`src/hdl/bcd_pkg.sv`:
```
// types, constants and table function shared by the box-cox derivative pipeline
`timescale 1ns / 1ps
package bcd_pkg;

  localparam int LOG_BITS = 24;
  localparam int DIV_BITS = 32;
  localparam int EXP_BITS = 20;
  localparam int E_STAGE  = LOG_BITS + 1;
  localparam int N_STAGES = E_STAGE + EXP_BITS;

  localparam logic [1:0] ST_OK     = 2'd0;
  localparam logic [1:0] ST_NONPOS = 2'd1;
  localparam logic [1:0] ST_SAT    = 2'd2;

  localparam logic [2:0] REG_LAMBDA0 = 3'd0;
  localparam logic [2:0] REG_SHIFT0  = 3'd4;

  // front stage: shifted value and lambda
  typedef struct packed {
    logic               vld;
    logic               last;
    logic signed [15:0] lam;
    logic signed [32:0] xs;
  } front_t;

  // record carried through the log / divide / exp stages
  typedef struct packed {
    logic               vld;
    logic               last;
    logic               neg;
    logic               xone;
    logic               near;
    logic signed [15:0] lam;
    logic [31:0]        xr;
    logic [4:0]         p;
    logic [30:0]        m;
    logic [23:0]        frac;
    logic [31:0]        rem;
    logic [31:0]        quo;
    logic signed [9:0]  n;
    logic [19:0]        f;
    logic [30:0]        acc;
  } pipe_t;

  // 2^(2^-k) in q1.30 by repeated integer square root
  function automatic logic [30:0] root_q30(input int k);
    logic [63:0] t;
    logic [63:0] v;
    logic [63:0] r;
    logic [63:0] b;
    t = 64'd1 << 31;
    for (int i = 1; i <= k; i++) begin
      v = t << 30;
      r = 64'd0;
      b = 64'd1 << 62;
      for (int j = 0; j < 32; j++) begin
        if (v >= r + b) begin
          v = v - (r + b);
          r = (r >> 1) + b;
        end else begin
          r = r >> 1;
        end
        b = b >> 2;
      end
      t = r;
    end
    return t[30:0];
  endfunction

endpackage

```
`src/hdl/bcd_stage.sv`:
```
// one register stage of the log, divide, exponent multiply and exp chain
`timescale 1ns / 1ps
module bcd_stage import bcd_pkg::*; #(
  parameter int IDX = 1
) (
  input  logic  clk,
  input  logic  rst,
  input  logic  adv,
  input  pipe_t d,
  output pipe_t q
);

  localparam int K = IDX - E_STAGE;
  localparam logic [30:0] ROOT = root_q30(K);
  // exponent fraction bit tested by this stage, kept in range outside the exp stages
  localparam int FB = (K >= 1 && K <= EXP_BITS) ? EXP_BITS - K : 0;

  pipe_t nxt;
  logic [61:0] sq;
  logic [31:0] sqh;
  logic [32:0] dt;
  logic signed [16:0] lam_m1;
  logic signed [28:0] lg;
  logic signed [45:0] prod;
  logic [61:0] ap;

  always_comb begin
    nxt    = d;
    sq     = '0;
    sqh    = '0;
    dt     = '0;
    lam_m1 = '0;
    lg     = '0;
    prod   = '0;
    ap     = '0;
    // log2 fraction bit by squaring
    if (IDX >= 1 && IDX <= LOG_BITS) begin
      sq  = {31'd0, d.m} * {31'd0, d.m};
      sqh = sq[61:30];
      if (sqh[31]) begin
        nxt.m    = sqh[31:1];
        nxt.frac = {d.frac[22:0], 1'b1};
      end else begin
        nxt.m    = sqh[30:0];
        nxt.frac = {d.frac[22:0], 1'b0};
      end
    end
    // restoring divide of 2^32 by x, one quotient bit
    if (IDX >= 1 && IDX <= DIV_BITS) begin
      dt = {d.rem, 1'b0};
      if (dt >= {1'b0, d.xr}) begin
        nxt.rem = 32'(dt - {1'b0, d.xr});
        nxt.quo = {d.quo[30:0], 1'b1};
      end else begin
        nxt.rem = dt[31:0];
        nxt.quo = {d.quo[30:0], 1'b0};
      end
    end
    // exponent (lambda-1)*log2 x in q.36
    if (IDX == E_STAGE) begin
      lam_m1   = 17'({d.lam[15], d.lam}) - 17'sd4096;
      lg       = {d.p ^ 5'h10, d.frac};
      prod     = 46'(lam_m1) * 46'(lg);
      nxt.n    = prod[45:36];
      nxt.f    = prod[35:16];
      nxt.near = (d.lam == 16'sd0) || (d.p == 5'd16 && d.frac == 24'd0);
      nxt.acc  = 31'd1 << 30;
    end
    // product of roots of two
    if (IDX > E_STAGE && IDX <= N_STAGES) begin
      if (d.f[FB]) begin
        ap      = {31'd0, d.acc} * {31'd0, ROOT};
        nxt.acc = ap[60:30];
      end
    end
  end

  always_ff @(posedge clk) begin
    if (rst) begin
      q.vld <= 1'b0;
    end else if (adv) begin
      q <= nxt;
    end
  end

endmodule

```
`config.mk`:
```
export PLATFORM = sky130hd
export DESIGN_NAME = bcd_stage
export DESIGN_NICKNAME = d
export VERILOG_FILES = /design/src/hdl/bcd_pkg.sv /design/src/hdl/bcd_stage.sv
export SDC_FILE = /design/constraint.sdc
export NUM_CORES = 2
export LEC_CHECK = 0
export BUFFER_PORTS_ARGS = -buffer_cell sky130_fd_sc_hd__clkbuf_2
export CAP_MARGIN = 0
export CORE_ASPECT_RATIO = 0.8
export CORE_MARGIN = 3
export CORE_UTILIZATION = 61
export CTS_CLUSTER_DIAMETER = 40
export DETAILED_ROUTE_END_ITERATION = 10
export MAX_ROUTING_LAYER = met4
export PLACE_DENSITY = 0.82
export RECOVER_POWER = 50
export SLEW_MARGIN = 15
export SYNTH_ARGS = -nofsm -noshare
export SYNTH_HDL_FRONTEND = slang
export SYNTH_SLANG_ARGS = --single-unit
```
`constraint.sdc`:
```
create_clock -name clk -period 17.3 [get_ports clk]
set_input_delay 2.595 -clock clk [delete_from_list [all_inputs] [get_ports clk]]
set_output_delay 2.595 -clock clk [all_outputs]
set_load 0.01 [all_outputs]
```
## Yosys cells after proc, flatten, opt, wreduce, memory -nomap -nowiden

Index checks and enable logic that the tools add are counted.

| word-level totals | value |
|---|---|
| register bits after elaboration | 238 |
| latch bits | 0 |
| RAM bits | 0 |
| bits in read-only memories | 0 |
| input bits | 241 |
| output and inout port bits | 238 |
| logic and storage cells | 24 |
| memories | 0 |

| cells by class | value |
|---|---|
| add/sub/neg operators | 1 |
| multipliers | 1 |
| divide/modulo/power cells | 0 |
| order comparisons | 1 |
| equality and inequality tests | 0 |
| shift operators | 0 |
| muxes and demuxes | 2 |
| bitwise logic cells | 1 |
| reductions and logical operators | 1 |

Operators with widths:

| cell | count |
|---|---|
| $mux 64 | 1 |
| $mul 31x31->62 | 1 |
| $mux 54 | 1 |
| $ge 33x32->1 | 1 |
| $sub 32x32->32 | 1 |
| $reduce_and 2->1 | 1 |
| $not 1->1 | 1 |

## Longest topological paths before layout

| logic depth | value |
|---|---|
| depth after elaboration | 2 |
| gate-level depth with buffers | 31 |
| depth with buffers taken out | 27 |

## Least setup slack after synthesis

No wires, ideal clock.

| timing path | value |
|---|---|
| kind | in2reg |
| from | input rst |
| to | register q[0] in the netlist's numbering, enable pin |
| setup time | 0.871 ns |
| arrival | 13.077 ns |
| data required time | 16.429 ns |
| path slack | 3.352 ns |
| cell stages on the path | 1 |
| path buffers | 0 |
| path through | nor2b_1 |

| between the ends | value |
|---|---|
| word-level cells in the longest chain between the ends | 2 |

Ends and longest elaborated chain:

| item | line | RTL |
|---|---|---|
| start, declared | bcd_stage.sv:7 | `input logic rst,` |
| $not 1->1 (no line) | n/a |  |
| $reduce_and 2->1 (no line) | n/a |  |
| end signal, assigned | bcd_stage.sv:82 | `q <= nxt;` |
| end, declared | bcd_stage.sv:10 | `output pipe_t q` |

No other way between the ends.
A chain may end at the register's enable or synchronous reset.

==> summary.txt <==
Floorplanning
  • Area of the core: 58800 um2
  • Starting Density: a little over three fifths
  • Die Ht: 225 um
  • Row count: a little under 80
  • Ports: around 480
  • Die footprint: roughly 63000 um2
  • Width of the die: 280 um

STA
  • Final slew viol count: 32
  • Slew @ Worst Pin: 1.78 ns
  • Fmax: just under 0.09 GHz
  • Clock Skews: 0 ns
  • Clock period minus worst slack: about 11 ns
  • Final TNS setup: 0 ns
  • Slew HR: -18.8%
  • RSZ-0062 raised after global routing: no
  • Tcrit/Tclk final: between 60 and 70%
  • Final hold vios: 0
  • Post-route worst setup slack: approximately 6.0 ns
  • Final count of negative-setup-slack endpoints: 0

Synth
  • Mapped Area: roughly 37000 um2
  • Synth cell types: 90
  • Most common cell in the netlist: inv_1
  • Syn Nets: between 4000 and 5000
  • Post-synth EDFFs: between 200 and 250
  • Mapped Cells: 3476
  • Top post-synthesis cells by area: fa_1 (41%), edfxtp_1 (19%), ha_1 (10%), inv_1 (9.8%), and2_1 (3.2%)
  • Most frequent cells after synthesis: inv_1 (960), fa_1 (748), ha_1 (299), nand2_1 (294), edfxtp_1 (237)
  • Post-synthesis average cell area: 10.6 um2
  • Post-synth top area cell: fa_1
  • Synthesized flop and latch total: 238
  • Yosys warns: 0
  • Async SR Flop Fraction: 0%
  • Register area share after synthesis: about a fifth
  • Yosys top cell area share: roughly 41%
  • Most used flip-flop cell after synthesis: edfxtp_1

Place
  • HPWL Detailed: ~83000 um
  • GPL Wtd Cong: 0.968
  • Worst slack at placement: between 5 and 6 ns
  • I/O Buffers: 476
  • Placed Cells incl. Taps: 4633

Clock tree
  • CTS clk-pin slew, worst paths: ~0.060 ns
  • Postcts setup bufs: 0
  • Resized cells post-CTS: 0
  • CTS Buf Count: 29
  • Clock Path Buffers: 3
  • Worst skew pair latency: ~0.56 ns
  • CTS root buf: clkbuf_16
  • Clk sink count: roughly 240
  • CTS HTree Levels: 1
  • CTS tree: done
  • Hold Buf Count CTS: 0

Final layout
  • Util after Layout: around 69%
  • Post-route non-filler standard cell count: about 4700
  • Top flop regs: q (238)
  • Most flop-heavy register: q
  • P&R area growth vs syn: 10.3%
  • Share of cells above drive strength 1: 10.8%
  • Max reg flops: between 200 and 250
  • Nets@finish: 5184

Worst hold path
  • Hold WC Path Type: flop to flop
  • Worst hold stages: 2

Global routing
  • First-pass GRT wire length: 157000 um
  • Largest net degree at the start of global routing: 73
  • Initial antenna violation count: 11
  • Number of global-route vias before repair: between 20000 and 30000
  • GRT overflow: 0
  • Tot GR Track Use: ~34%

Routing
  • Vias: about 26000
  • Routed length per instance: 22.1 um
  • WL final: 104000 um
  • Final ANT Viol Nets: 0
  • Detailed Route Iter0 Violations: between 2000 and 2500
  • TritonRoute pass-1 iters: 6
  • Vias per inst: 5.54
  • DRC viols: 0

Outcome
  • Failing checks: capacitance limit, slew limit
  • Status: finished with violations

Worst setup path
  • Startpoint types: input pin
  • Crit path DAT: 11.57 ns
  • CP endpoint kind: flop
  • Crit Path Class: input pin to flop
  • Reg2reg path depth: 2
  • Worst EP required: about 18 ns
  • Largest fanout on the critical path: 28

Job
  • Max-cap violations: 1
[per-layer routing]
| layer | part of all wire [%] | vias up | track usage [%] |
|---|---|---|---|
| met2 | 44 | 1434 | 50.3 |
| met3 | 13 | 218 | 11.9 |
| li1 | - | 11422 | - |
| met4 | 4.2 | 0 | 13.2 |
| met1 | 39 | 12927 | 44.0 |
| met5 | 0 | - | - |
[area by class of cell]
class,instances,area (um2)
Timing Repair Buffer,504,2360
Multi-Input combinational cell,2162,25500
Tap cell,769,962
Antenna cell,9,22.5
Sequential cell,238,7140
Clock inverter,21,210
Fill cell,4427,18300
Clock buffer,32,737
Inverter,961,3610
[critical path, cell delays in order]
cell	delay, ns
clkbuf_2	0.08
buf_4	0.39
inv_1	0.44
nor2_1	0.59
inv_1	0.12
fa_1	0.50
inv_1	0.05
fa_1	0.50
inv_1	0.06
fa_1	0.53
inv_1	0.05
fa_1	0.45
fa_1	0.52
fa_1	0.47
fa_1	0.45
fa_1	0.53
ha_1	0.43
a21oi_1	0.49
o211ai_1	0.20
a211oi_2	0.31
nand2b_1	0.14
and3b_1	0.27
a211oi_2	0.10
o21a_2	0.27
nor3_4	0.44
nor2_8	0.22
mux2_4	0.36
[logic make-up after synthesis]
group           share of synthesized area, %
buf+inv                                 11.2
compound gates                          5.21
mux                                     1.78
simple gates                            9.48
xor+xnor                                1.91
flops                                   19.4
fa+ha+maj                               51.0
[through the flow]
step / instance area (um2) / hold WS [ns]
after floorplan: 36700 / 0.528
after global placement: 39800 / 0.480
after detailed placement: 39800 / 0.498
after CTS: 40700 / 0.533
after global routing: 40500 / 0.551
final: 40500 / 0.536
[worst paths after layout]
path                                     startpoint                  end  slack (ns)
worst max-delay path                         d[155]     q[170]$_DFFE_PP_        6.03
worst min-delay path            q[237]$_SDFFE_PP0P_  q[237]$_SDFFE_PP0P_        0.54
worst max register to register  q[237]$_SDFFE_PP0P_  q[237]$_SDFFE_PP0P_       16.69
worst min register to register  q[237]$_SDFFE_PP0P_  q[237]$_SDFFE_PP0P_        0.54
[cells in the final DEF (no fill, tap or decap), drive strengths merged, types with 47 or more instances in the layout]
master and n:
inv 967, fa 748, clkbuf 509, ha 299, nand2 294, edfxtp 237
and2 190, a21oi 79, nor2 75, mux2 47
Power is left out: the tool's default activity adds up to more than one toggle a clock period on the data nets, which glitch-free logic cannot reach.
